$ cat src/rtl/sws_pkg.sv
// Shared types, codes and the checksum fold for the stop-and-wait sender.
package sws_pkg;

  localparam int unsigned HEADER_BYTES = 10;

  localparam logic [2:0] CMD_TICK       = 3'd0;
  localparam logic [2:0] CMD_CONNECT    = 3'd1;
  localparam logic [2:0] CMD_SEND       = 3'd2;
  localparam logic [2:0] CMD_DISCONNECT = 3'd3;
  localparam logic [2:0] CMD_HEADER     = 3'd4;

  localparam logic [2:0] ACT_NONE = 3'd0;
  localparam logic [2:0] ACT_SYN  = 3'd1;
  localparam logic [2:0] ACT_ACK  = 3'd2;
  localparam logic [2:0] ACT_FIN  = 3'd3;
  localparam logic [2:0] ACT_DATA = 3'd4;

  localparam logic [2:0] ST_NONE      = 3'd0;
  localparam logic [2:0] ST_CONNECTED = 3'd1;
  localparam logic [2:0] ST_DELIVERED = 3'd2;
  localparam logic [2:0] ST_CLOSED    = 3'd3;
  localparam logic [2:0] ST_FAILED    = 3'd4;
  localparam logic [2:0] ST_IGNORED   = 3'd5;

  localparam logic [2:0] REG_LOCAL_PORT   = 3'd0;
  localparam logic [2:0] REG_REMOTE_PORT  = 3'd1;
  localparam logic [2:0] REG_SYN_CODE     = 3'd2;
  localparam logic [2:0] REG_ACK_CODE     = 3'd3;
  localparam logic [2:0] REG_FIN_CODE     = 3'd4;
  localparam logic [2:0] REG_SYNACK_CODE  = 3'd5;
  localparam logic [2:0] REG_REPLY_WAIT   = 3'd6;
  localparam logic [2:0] REG_LINGER       = 3'd7;

  typedef enum logic [2:0] {
    PH_IDLE   = 3'd0,
    PH_SYN    = 3'd1,
    PH_LINGER = 3'd2,
    PH_CONN   = 3'd3,
    PH_DATA   = 3'd4,
    PH_FIN    = 3'd5
  } phase_t;

  typedef struct packed {
    logic [15:0] local_port;
    logic [15:0] remote_port;
    logic [7:0]  syn_code;
    logic [7:0]  ack_code;
    logic [7:0]  fin_code;
    logic [7:0]  synack_code;
    logic [15:0] reply_wait_ticks;
    logic [15:0] linger_ticks;
  } cfg_t;

  typedef struct packed {
    logic [2:0] cmd;
    logic       hdr_ok;
    logic [7:0] seq;
    logic [7:0] flag;
  } q_item_t;

  typedef struct packed {
    logic [2:0]  action;
    logic [15:0] hdr_src;
    logic [15:0] hdr_dst;
    logic [15:0] length;
    logic [15:0] checksum;
    logic [7:0]  seq;
    logic [7:0]  flag;
    logic [2:0]  status;
  } res_t;

  // Folds a sum of up to eight 16-bit words into a ones'-complement sum.
  function automatic logic [15:0] oc_fold(input logic [18:0] total);
    logic [16:0] s1;
    logic [16:0] s2;
    s1 = {1'b0, total[15:0]} + {14'd0, total[18:16]};
    s2 = {1'b0, s1[15:0]} + {16'd0, s1[16]};
    return s2[15:0];
  endfunction

endpackage

$ cat src/rtl/stop_and_wait_sender.sv
// Top level of the stop-and-wait link sender with its configuration registers.
// Each accepted event gives exactly one result transaction, and a new event can be
// taken every cycle while the queue is not full: the front checks the received
// header checksum and queues the event in a two-entry queue, and the protocol
// engine updates phase, timer and sequence number and writes one result into the
// output register per cycle while the output register is empty or being accepted.
// The engine's state update sets the rate of one transaction per cycle under that
// condition; a result passes the queue, then the output register. Configuration
// writes are always accepted and should be made while no event is in flight.
module stop_and_wait_sender import sws_pkg::*; (
  input  logic        clk,
  input  logic        rst_n,
  input  logic        in_tvalid,
  output logic        in_tready,
  input  logic [2:0]  in_tuser,   // cmd
  input  logic [79:0] in_tdata,   // rx source port, rx destination port, rx_length,
                                  // rx_checksum, rx_seq, rx_flag
  output logic        out_tvalid,
  input  logic        out_tready,
  output logic [5:0]  out_tuser,  // action, status
  output logic [79:0] out_tdata,  // out source port, out destination port, out_length,
                                  // out_checksum, out_seq, out_flag
  input  logic        cfg_valid,
  output logic        cfg_ready,
  input  logic [2:0]  cfg_index,
  input  logic [15:0] cfg_data
);

  cfg_t    cfg_r;
  logic    q_full;
  logic    q_push;
  q_item_t push_item;
  logic    q_pop;
  logic    q_valid;
  q_item_t q_item;
  res_t    res;

  assign cfg_ready = 1'b1;

  always_ff @(posedge clk) begin
    if (!rst_n) begin
      cfg_r.local_port       <= 16'd0;
      cfg_r.remote_port      <= 16'd0;
      cfg_r.syn_code         <= 8'd1;
      cfg_r.ack_code         <= 8'd2;
      cfg_r.fin_code         <= 8'd4;
      cfg_r.synack_code      <= 8'd3;
      cfg_r.reply_wait_ticks <= 16'd500;
      cfg_r.linger_ticks     <= 16'd1000;
    end else if (cfg_valid) begin
      unique case (cfg_index)
        REG_LOCAL_PORT:  cfg_r.local_port       <= cfg_data;
        REG_REMOTE_PORT: cfg_r.remote_port      <= cfg_data;
        REG_SYN_CODE:    cfg_r.syn_code         <= cfg_data[7:0];
        REG_ACK_CODE:    cfg_r.ack_code         <= cfg_data[7:0];
        REG_FIN_CODE:    cfg_r.fin_code         <= cfg_data[7:0];
        REG_SYNACK_CODE: cfg_r.synack_code      <= cfg_data[7:0];
        REG_REPLY_WAIT:  cfg_r.reply_wait_ticks <= cfg_data;
        REG_LINGER:      cfg_r.linger_ticks     <= cfg_data;
        default: ;
      endcase
    end
  end

  sws_front u_front (
    .in_tvalid (in_tvalid),
    .in_tready (in_tready),
    .in_tuser  (in_tuser),
    .in_tdata  (in_tdata),
    .q_full    (q_full),
    .q_push    (q_push),
    .q_item    (push_item)
  );

  sws_queue u_queue (
    .clk       (clk),
    .rst_n     (rst_n),
    .push      (q_push),
    .push_item (push_item),
    .full      (q_full),
    .pop       (q_pop),
    .valid     (q_valid),
    .item      (q_item)
  );

  sws_back u_back (
    .clk       (clk),
    .rst_n     (rst_n),
    .cfg       (cfg_r),
    .q_valid   (q_valid),
    .q_item    (q_item),
    .q_pop     (q_pop),
    .out_valid (out_tvalid),
    .out_ready (out_tready),
    .out_res   (res)
  );

  assign out_tuser = {res.status, res.action};
  assign out_tdata = {res.flag, res.seq, res.checksum, res.length,
                      res.hdr_dst, res.hdr_src};

  a_none_is_blank: assert property (@(posedge clk) disable iff (!rst_n)
    out_tvalid && (out_tuser[2:0] == ACT_NONE) |-> (out_tdata == '0))
    else $error("result without action carries header fields");

  a_status_no_send: assert property (@(posedge clk) disable iff (!rst_n)
    out_tvalid && (out_tuser[5:3] != ST_NONE) |-> (out_tuser[2:0] == ACT_NONE))
    else $error("status reported together with a send");

  a_data_no_header: assert property (@(posedge clk) disable iff (!rst_n)
    out_tvalid && (out_tuser[2:0] == ACT_DATA) |-> (out_tdata[63:32] == '0))
    else $error("data segment with nonzero length or checksum");

  a_queue_flow: assert property (@(posedge clk) disable iff (!rst_n)
    q_full && !q_pop |=> q_full)
    else $error("queue lost an entry while stalled");

endmodule

$ cat src/rtl/sws_front.sv
// Input side: accepts events, checks the received header checksum, fills the queue.
module sws_front import sws_pkg::*; (
  input  logic        in_tvalid,
  output logic        in_tready,
  input  logic [2:0]  in_tuser,   // cmd
  input  logic [79:0] in_tdata,   // rx source port, rx destination port, rx_length,
                                  // rx_checksum, rx_seq, rx_flag
  input  logic        q_full,
  output logic        q_push,
  output q_item_t     q_item
);

  logic [18:0] total;

  assign total = {3'd0, in_tdata[15:0]} + {3'd0, in_tdata[31:16]}
               + {3'd0, in_tdata[47:32]} + {3'd0, in_tdata[63:48]}
               + {3'd0, in_tdata[79:64]};

  assign in_tready     = !q_full;
  assign q_push        = in_tvalid && !q_full;
  assign q_item.cmd    = in_tuser;
  assign q_item.hdr_ok = (oc_fold(total) == 16'hffff);
  assign q_item.seq    = in_tdata[71:64];
  assign q_item.flag   = in_tdata[79:72];

endmodule

$ cat src/rtl/sws_queue.sv
// Two-entry queue between the classifying front and the protocol engine.
module sws_queue import sws_pkg::*; (
  input  logic    clk,
  input  logic    rst_n,
  input  logic    push,
  input  q_item_t push_item,
  output logic    full,
  input  logic    pop,
  output logic    valid,
  output q_item_t item
);

  q_item_t    mem_r [2];
  logic       wr_ptr_r;
  logic       rd_ptr_r;
  logic [1:0] cnt_r;

  assign full  = (cnt_r == 2'd2);
  assign valid = (cnt_r != 2'd0);
  assign item  = mem_r[rd_ptr_r];

  always_ff @(posedge clk) begin
    if (push) begin
      mem_r[wr_ptr_r] <= push_item;
    end
  end

  always_ff @(posedge clk) begin
    if (!rst_n) begin
      wr_ptr_r <= 1'b0;
      rd_ptr_r <= 1'b0;
      cnt_r    <= 2'd0;
    end else begin
      if (push) begin
        wr_ptr_r <= !wr_ptr_r;
      end
      if (pop) begin
        rd_ptr_r <= !rd_ptr_r;
      end
      if (push && !pop) begin
        cnt_r <= cnt_r + 2'd1;
      end else if (pop && !push) begin
        cnt_r <= cnt_r - 2'd1;
      end
    end
  end

endmodule

$ cat src/rtl/sws_back.sv
// Protocol engine: phase, timer and sequence state, header build and output register.
module sws_back import sws_pkg::*; (
  input  logic    clk,
  input  logic    rst_n,
  input  cfg_t    cfg,
  input  logic    q_valid,
  input  q_item_t q_item,
  output logic    q_pop,
  output logic    out_valid,
  input  logic    out_ready,
  output res_t    out_res
);

  phase_t      phase_r, phase_nxt;
  logic [15:0] timer_r, timer_nxt;
  logic [7:0]  seq_r, seq_nxt;
  logic        out_valid_r;
  res_t        out_r;

  logic [2:0]  act;
  logic [2:0]  status;
  logic [2:0]  resend_act;
  logic        waiting;
  logic [7:0]  ctrl_flag;
  logic [18:0] ctrl_total;
  res_t        res;

  assign q_pop     = q_valid && (!out_valid_r || out_ready);
  assign out_valid = out_valid_r;
  assign out_res   = out_r;

  assign waiting = (phase_r == PH_SYN) || (phase_r == PH_LINGER) ||
                   (phase_r == PH_DATA) || (phase_r == PH_FIN);

  always_comb begin
    priority if (phase_r == PH_SYN) begin
      resend_act = ACT_SYN;
    end else if (phase_r == PH_FIN) begin
      resend_act = ACT_FIN;
    end else begin
      resend_act = ACT_DATA;
    end
  end

  always_comb begin
    phase_nxt = phase_r;
    timer_nxt = timer_r;
    seq_nxt   = seq_r;
    act       = ACT_NONE;
    status    = ST_NONE;
    unique case (q_item.cmd)
      CMD_TICK: begin
        if (waiting) begin
          if (timer_r <= 16'd1) begin
            timer_nxt = '0;
            if (phase_r == PH_LINGER) begin
              phase_nxt = PH_CONN;
              status    = ST_CONNECTED;
            end else begin
              act = resend_act;
            end
          end else begin
            timer_nxt = timer_r - 16'd1;
          end
        end
      end
      CMD_CONNECT: begin
        if (phase_r == PH_IDLE) begin
          phase_nxt = PH_SYN;
          act       = ACT_SYN;
        end else begin
          status = ST_IGNORED;
        end
      end
      CMD_SEND: begin
        if (phase_r == PH_CONN) begin
          phase_nxt = PH_DATA;
          act       = ACT_DATA;
        end else begin
          status = ST_IGNORED;
        end
      end
      CMD_DISCONNECT: begin
        if (phase_r == PH_CONN) begin
          phase_nxt = PH_FIN;
          act       = ACT_FIN;
        end else begin
          status = ST_IGNORED;
        end
      end
      CMD_HEADER: begin
        priority if (!waiting) begin
          status = ST_IGNORED;
        end else if (phase_r == PH_LINGER) begin
          act = ACT_ACK;
        end else if (!q_item.hdr_ok) begin
          act = resend_act;
        end else if (phase_r == PH_SYN) begin
          if (q_item.flag != cfg.synack_code) begin
            phase_nxt = PH_IDLE;
            timer_nxt = '0;
            status    = ST_FAILED;
          end else begin
            phase_nxt = PH_LINGER;
            act       = ACT_ACK;
          end
        end else if (phase_r == PH_DATA) begin
          if (q_item.flag != cfg.ack_code) begin
            phase_nxt = PH_IDLE;
            timer_nxt = '0;
            status    = ST_FAILED;
          end else if (q_item.seq != seq_r) begin
            act = ACT_DATA;
          end else begin
            seq_nxt   = seq_r + 8'd1;
            phase_nxt = PH_CONN;
            timer_nxt = '0;
            status    = ST_DELIVERED;
          end
        end else begin
          status    = (q_item.flag != cfg.fin_code) ? ST_FAILED : ST_CLOSED;
          phase_nxt = PH_IDLE;
          timer_nxt = '0;
        end
      end
      default: begin
        status = ST_IGNORED;
      end
    endcase
    if (act != ACT_NONE) begin
      timer_nxt = (act == ACT_ACK) ? cfg.linger_ticks : cfg.reply_wait_ticks;
    end
  end

  always_comb begin
    unique case (act)
      ACT_SYN: ctrl_flag = cfg.syn_code;
      ACT_FIN: ctrl_flag = cfg.fin_code;
      default: ctrl_flag = cfg.ack_code;
    endcase
  end

  assign ctrl_total = {3'd0, cfg.local_port} + {3'd0, cfg.remote_port}
                    + 19'(HEADER_BYTES) + {3'd0, ctrl_flag, 8'd0};

  always_comb begin
    res        = '0;
    res.action = act;
    res.status = status;
    if (act == ACT_DATA) begin
      res.hdr_src = cfg.local_port;
      res.hdr_dst = cfg.remote_port;
      res.seq     = seq_r;
      res.flag    = cfg.ack_code;
    end else if (act != ACT_NONE) begin
      res.hdr_src  = cfg.local_port;
      res.hdr_dst  = cfg.remote_port;
      res.length   = 16'(HEADER_BYTES);
      res.checksum = ~oc_fold(ctrl_total);
      res.flag     = ctrl_flag;
    end
  end

  always_ff @(posedge clk) begin
    if (q_pop) begin
      out_r <= res;
    end
  end

  always_ff @(posedge clk) begin
    if (!rst_n) begin
      phase_r     <= PH_IDLE;
      timer_r     <= '0;
      seq_r       <= '0;
      out_valid_r <= 1'b0;
    end else begin
      if (q_pop) begin
        phase_r <= phase_nxt;
        timer_r <= timer_nxt;
        seq_r   <= seq_nxt;
      end
      if (q_pop) begin
        out_valid_r <= 1'b1;
      end else if (out_ready) begin
        out_valid_r <= 1'b0;
      end
    end
  end

endmodule
$ cat config.mk
export PLATFORM = sky130hd
export DESIGN_NAME = stop_and_wait_sender
export DESIGN_NICKNAME = d
export VERILOG_FILES = /design/src/rtl/sws_pkg.sv /design/src/rtl/stop_and_wait_sender.sv /design/src/rtl/sws_front.sv /design/src/rtl/sws_queue.sv /design/src/rtl/sws_back.sv
export SDC_FILE = /design/constraint.sdc
export NUM_CORES = 1
export LEC_CHECK = 0
export ABC_AREA = 1
export BUFFER_PORTS_ARGS = -buffer_cell sky130_fd_sc_hd__buf_4
export CAP_MARGIN = 15
export CORE_MARGIN = 1.5
export CORE_UTILIZATION = 54
export DETAILED_ROUTE_END_ITERATION = 6
export PLACE_DENSITY = 0.85
export SLEW_MARGIN = 20
export SYNTH_ARGS = -nofsm -noshare
export SYNTH_HDL_FRONTEND = slang
export SYNTH_SLANG_ARGS = --single-unit
$ cat constraint.sdc
create_clock -name clk -period 7.8 [get_ports clk]
set_input_delay 0.78 -clock clk [delete_from_list [all_inputs] [get_ports clk]]
set_output_delay 0.78 -clock clk [all_outputs]
set_load 0.1 [all_outputs]
======== Yosys cells after proc, flatten, opt, wreduce, memory -nomap -nowiden ========
Memory sizes are Yosys's and may differ from the RTL's. A register that Yosys moved wholly into a read port is not among the register bits.
Cells that the tools add are included.
storage, ports and cells
  register bits after elaboration ......... 214
  bits in writable memories ............... 40
  bits of input ports ..................... 107
  output and inout port bits .............. 89
  word-level logic and storage cells ...... 196
  memories kept ........................... 1
memories
  memory         words  width  rd ports  clocked after Yosys merged registers in  write ports  RTL line         RTL
  u_queue.mem_r  2      20     1         1                                        1            sws_queue.sv:13  q_item_t mem_r [2];
cells by class
  $add $sub $neg .......................... 15
  order comparisons ....................... 1
  equality and inequality tests ........... 42
  mux-type cells .......................... 72
  bitwise operators ....................... 6
  reduce and logical (&&, ||, !) cells .... 36
operators with widths
  kind                                                                               count
  16-bit 2-to-1 mux                                                                  12
  3-bit 2-to-1 mux                                                                   38
  19-bit by 16-bit adder with 19-bit output                                          4
  64-bit 2-to-1 mux                                                                  1
  16-bit by 16-bit adder with 17-bit output                                          2
  16-bit by 3-bit adder with 17-bit output                                           2
  16-bit by 1-bit adder with 16-bit output                                           2
  32-bit 2-to-1 mux                                                                  1
  8-bit inequality test                                                              4
  16-bit case mux with 2 select lines                                                1
  3-bit case mux with 5 select lines                                                 2
  3-bit by 2-bit == test with 1-bit output, second input constant                    8
  3-bit == test, second input constant                                               8
  19-bit by 4-bit adder with 19-bit output, second input constant                    1
  16-bit == test, second input constant                                              1
  16-bit by 1-bit less-or-equal comparator with 1-bit output, second input constant  1
  8-bit 2-to-1 mux                                                                   2
  2-bit by 1-bit inequality test with 1-bit output, second input constant            8
  16-bit inverter                                                                    1
  8-bit case mux with 2 select lines                                                 1
  2-bit AND reduction                                                                8
  16-bit by 1-bit subtractor with 16-bit output, second input constant               1
  3-bit by 1-bit == test with 1-bit output, second input constant                    4
  3-bit case mux with 4 select lines                                                 1
  24 further kinds                                                                   58

======== Longest topological paths before layout ========
  depth in word-level cells ............... 17
  gate-level depth with buffers ........... 54
  mapped depth without buffers ............ 53

======== Cells and area by module ========
From an unflattened synthesis, not the netlist that was laid out.
unflattened totals
  cells, all modules ...................... 2249
  area total of the unflattened synthesis .. 16641.0 um^2
by module, submodules not included
  module                times used  cells each  area an instance (um^2)
  sws_back              1           1078        7762.4
  stop_and_wait_sender  1           537         3794.9
  sws_front             1           537         3331.9
  sws_queue             1           97          1751.7

======== Worst setup path before layout ========
Ideal clock, no wire load.
  path type ............................... input-to-reg
  start point ............................. in in_tdata[0]
  end point ............................... mem u_queue.mem_r[0][16] (netlist name) (data pin)
  arrival time ............................ 8332 ps
  setup slack ............................. -679 ps
  stages .................................. 46
  path buffers ............................ 0
  path through ............................ ha_1 > inv_1 > fa_1 > o21ai_0 > nand4_1 > o211ai_1 > xnor2_1 > inv_1 > fa_1 > inv_1 > fa_1 > inv_1 > ha_1 > nand4_1 > o21ai_0 > a21boi_0 > o21ai_0 > a21oi_1 > (+10 left out) > nor2_1 > inv_1 > nor3_1 > nand4_1 > or2_2 > nor3_1 > ha_1 > ha_1 > inv_1 > nand2_1 > nand3_1 > nor4_1 > nand3_1 > nor3_1 > nand2_1 > nor3b_1 > nand4_1 > nor2_1
RTL lines
  element          RTL line                    RTL
  start, declared  stop_and_wait_sender.sv:16  input logic [79:0] in_tdata,
  end, declared    sws_queue.sv:13

==> summary.txt <==
Status: complete, but fails checks
Failing checks: setup timing
Die ar.: 0.0295 mm²
Detailed-placement wirelength estimate: 30300 µm
IO Pins: 196
Most used cell, CP: inv_2
Largest net degree at the start of global routing: 94
Placeable Area: 0.0279 mm²
Finished Core Util: 0.675
DR iter-0 viols: 984
Multi-input logic area: 0.00833 mm²
Placed insts: 2605
Syn-to-layout area delta: 22.7%
Critical path arrival: 8.21 ns
Ys flop type: dfxtp_1
Logic depth of the worst register-to-register path: 53
Post-route minimum period: 7.84 ns
Via count: 14300
Routability Congestion: 0.948
Port buffer count: 180
Die width: 172 µm
Final std cells w/o fill: 2680
# clock sinks: 240
Most common cell after layout, fill and taps aside: nand2_1
Clock buffer depth: 3
Worst vdd ir: 0.295 mV
Max-cap viol count: 0
Cells on Worst Hold Path: 1
Initial antenna violation count: 0
Vias per std cell: 5.35
WP data required: 8.17 ns
Number of global-route vias before repair: 13500
CTS buffer count: 26
Post-synthesis sequential area ratio: 0.385
Initial core utilization: 0.551
HP Class: input pin to flip-flop
LEAKAGE: 8.93 nW
Commonest non-fill, non-tap cells in the layout: nand2_1, inv_1, buf_4, nor2_1, dfxtp_1
Post-route DRC: 0
Syn Std Cell Area: 0.0154 mm²
Yosys warnings: 0
Final hold vios: 0
Reg area: 0.00592 mm²
Critical Path End Type: flip-flop
Normalized max-slew margin: 0.297
Final nets: 2497
Layout cell share with drive strength beyond 1: 0.185
Fin. max-slew vios: 0
Die Y-Extent: 172 µm
Slowest cell on crit path: fa_1
CP Launch Point: in_tdata[0]
GRT Overall Usage: 0.269
Finish-stage setup viols: 2
Startpoint Class: input pin
Post-synthesis area per instance: 7.54 µm²
Max stage delay on crit path: 0.51 ns
Number of synthesized flops with an enable pin: 111
Final WS setup: -0.0378 ns
CTS tree: done
First-pass GRT wire length: 63900 µm
Drt pass-1 iters: 6
Hold path startpoint: in_tdata[68]
Pwr/cell area: 436 mW/mm²
Filler Cell Count: 2249
Yosys reg bits: 240
Worst skew pair latency: 0.54 ns
Fin crit share: 1.00
Distinct cell type count after synthesis: 53
Maximum fanout along the worst path: 3
Clock root cell: clkbuf_16
Routed WL: 40800 µm
Grt ovf: 0
Wire per inst: 15.2 µm
Ys async rst share: 0
Clk pin slew, worst setup/hold paths: 0.06 ns
H-Tree Depth: 1
Final antenna-violating net count: 0
Critical path class: input pin to flip-flop
Row count: 61
Worst-margin pin slew: 1.05 ns
Fin Clk Skew: 0.0256 ns
Peak Freq: 128 MHz
N_diodes: 0
RSZ-0062 raised after global routing: true
Syn Inst Count: 2040
## path summary, 6_finish.rpt
check | endpoint | slack, ns
min | u_queue.mem_r[0][12]$_DFFE_PP_ | 0.45
max reg2reg | u_back.out_res[33]$_SDFFCE_PP0P_ | 0.45
min reg2reg | cfg_r[26]$_SDFFE_PN0P_ | 0.45
max | u_queue.mem_r[1][16]$_DFFE_PP_ | -0.04
## where the power goes
group	leakage, nW	internal (W)	switching, W
clock network	0.401	0.000689	0.000497
registers	2.13	0.00167	0.000108
logic	6.40	0.00157	0.00368
total	8.93	0.00393	0.00429
## state kept, by name, indices dropped and copies added (netlist names), named ones only
| name | count |
|---|---|
| u_back.timer_r | 16 |
| u_back.phase_r | 3 |
| u_back.out_valid | 1 |
| u_queue.cnt_r | 2 |
| u_queue.rd_ptr_r | 1 |
| cfg_r | 96 |
| u_back.seq_r | 8 |
| u_queue.wr_ptr_r | 1 |
| u_back.out_res | 71 |
| u_queue.mem_r | 40 |
## logic make-up (layout without fill, tap and decap cells)
logic type               after synthesis  in the layout  synth area share
AO/OA/AOI/OAI                        332            332             0.118
flip-flops                           240            240             0.385
other                                  2             15          0.000488
AND/OR/NAND/NOR                      861            861             0.235
adder cells (fa/ha/maj)              108            108             0.105
XOR/XNOR                              83             83            0.0473
buffers and inverters                414            663             0.109
## layout make-up
| class | instances | share of cell area |
|---|---|---|
| Multi-Input combinational cell | 1399 | 0.442 |
| Sequential cell | 240 | 0.314 |
| Timing Repair Buffer | 266 | 0.107 |
| Inverter | 349 | 0.0696 |
| Clock buffer | 37 | 0.0389 |
| Tap cell | 378 | 0.0251 |
| Clock inverter | 11 | 0.00444 |
## through the flow
| step | TNS [ns] | hold WS, ns | power (W) | setup WS (ns) | area, µm² |
|---|---|---|---|---|---|
| after floorplan | 0 | 0.424 | 0.00554 | 0.0000497 | 15600 |
| final | -0.0755 | 0.446 | 0.00822 | -0.0378 | 18900 |
| after global placement | -0.975 | 0.433 | 0.00656 | -0.488 | 17500 |
| after global routing | -1.28 | 0.435 | 0.00873 | -0.550 | 18900 |
| after CTS | 0 | 0.431 | 0.00797 | 0.00110 | 18500 |
| after detailed placement | -1.59 | 0.442 | 0.00667 | -0.745 | 17500 |
## cells in the mapped netlist, types with 2 or more instances
cell type | instances | area share
nand2_1 | 397 | 0.097
inv_1 | 339 | 0.083
nor2_1 | 259 | 0.063
a21oi_1 | 135 | 0.044
o21ai_0 | 133 | 0.043
dfxtp_1 | 129 | 0.17
edfxtp_1 | 111 | 0.22
nand3_1 | 105 | 0.034
ha_1 | 72 | 0.059
xor2_1 | 62 | 0.035
nor3_1 | 39 | 0.013
fa_1 | 36 | 0.047
clkbuf_1 | 32 | 0.0078
nand4_1 | 21 | 0.0085
xnor2_1 | 21 | 0.012
buf_4 | 17 | 0.0083
o211ai_1 | 16 | 0.0078
o21ai_1 | 10 | 0.0033
buf_2 | 9 | 0.0029
nor4_1 | 9 | 0.0037
inv_2 | 7 | 0.0017
buf_6 | 6 | 0.0044
or2_2 | 6 | 0.0024
a31oi_1 | 5 | 0.0020
a21boi_0 | 4 | 0.0020
a21o_1 | 4 | 0.0020
o21ai_2 | 4 | 0.0023
o21bai_1 | 4 | 0.0020
o221ai_1 | 4 | 0.0023
o22ai_1 | 4 | 0.0016
or2_1 | 4 | 0.0016
and2_1 | 3 | 0.0012
nand2_4 | 3 | 0.0022
nor2_4 | 3 | 0.0022
nor3b_1 | 3 | 0.0015
clkinv_1 | 2 | 0.00049
conb_1 | 2 | 0.00049
nand2_2 | 2 | 0.00081
nand3b_1 | 2 | 0.00098
nor2_2 | 2 | 0.00081
o21a_1 | 2 | 0.00098
## metal layers
metal / track usage / up-vias / part of all wire
met3: 0.0297 / 126 / 0.066
li1: - / 7013 / -
met2: 0.497 / 593 / 0.50
met1: 0.317 / 6597 / 0.39
met5: 0 / - / 0
met4: 0.110 / 0 / 0.045
## repair_timing
| item | in CTS | in global routing |
|---|---|---|
| gates cloned | 0 | 0 |
| resized for setup | 27 | 70 |
| pin swaps | 43 | 69 |
| buffers inserted | 11 | 16 |
| endpoints found under the setup margin | 5 | 14 |
| hold buffers | 0 | 0 |
## critical path: cells and delay by family
family / cells / cell delay (ns)
and+or+nand+nor: 20 / 2.80
buffers and inverters: 11 / 0.73
adders and majority gates: 8 / 2.46
xor gates and xnor gates: 2 / 0.27
AOI/OAI and AO/OA: 8 / 1.16
Power figures use the tool's default switching activity.
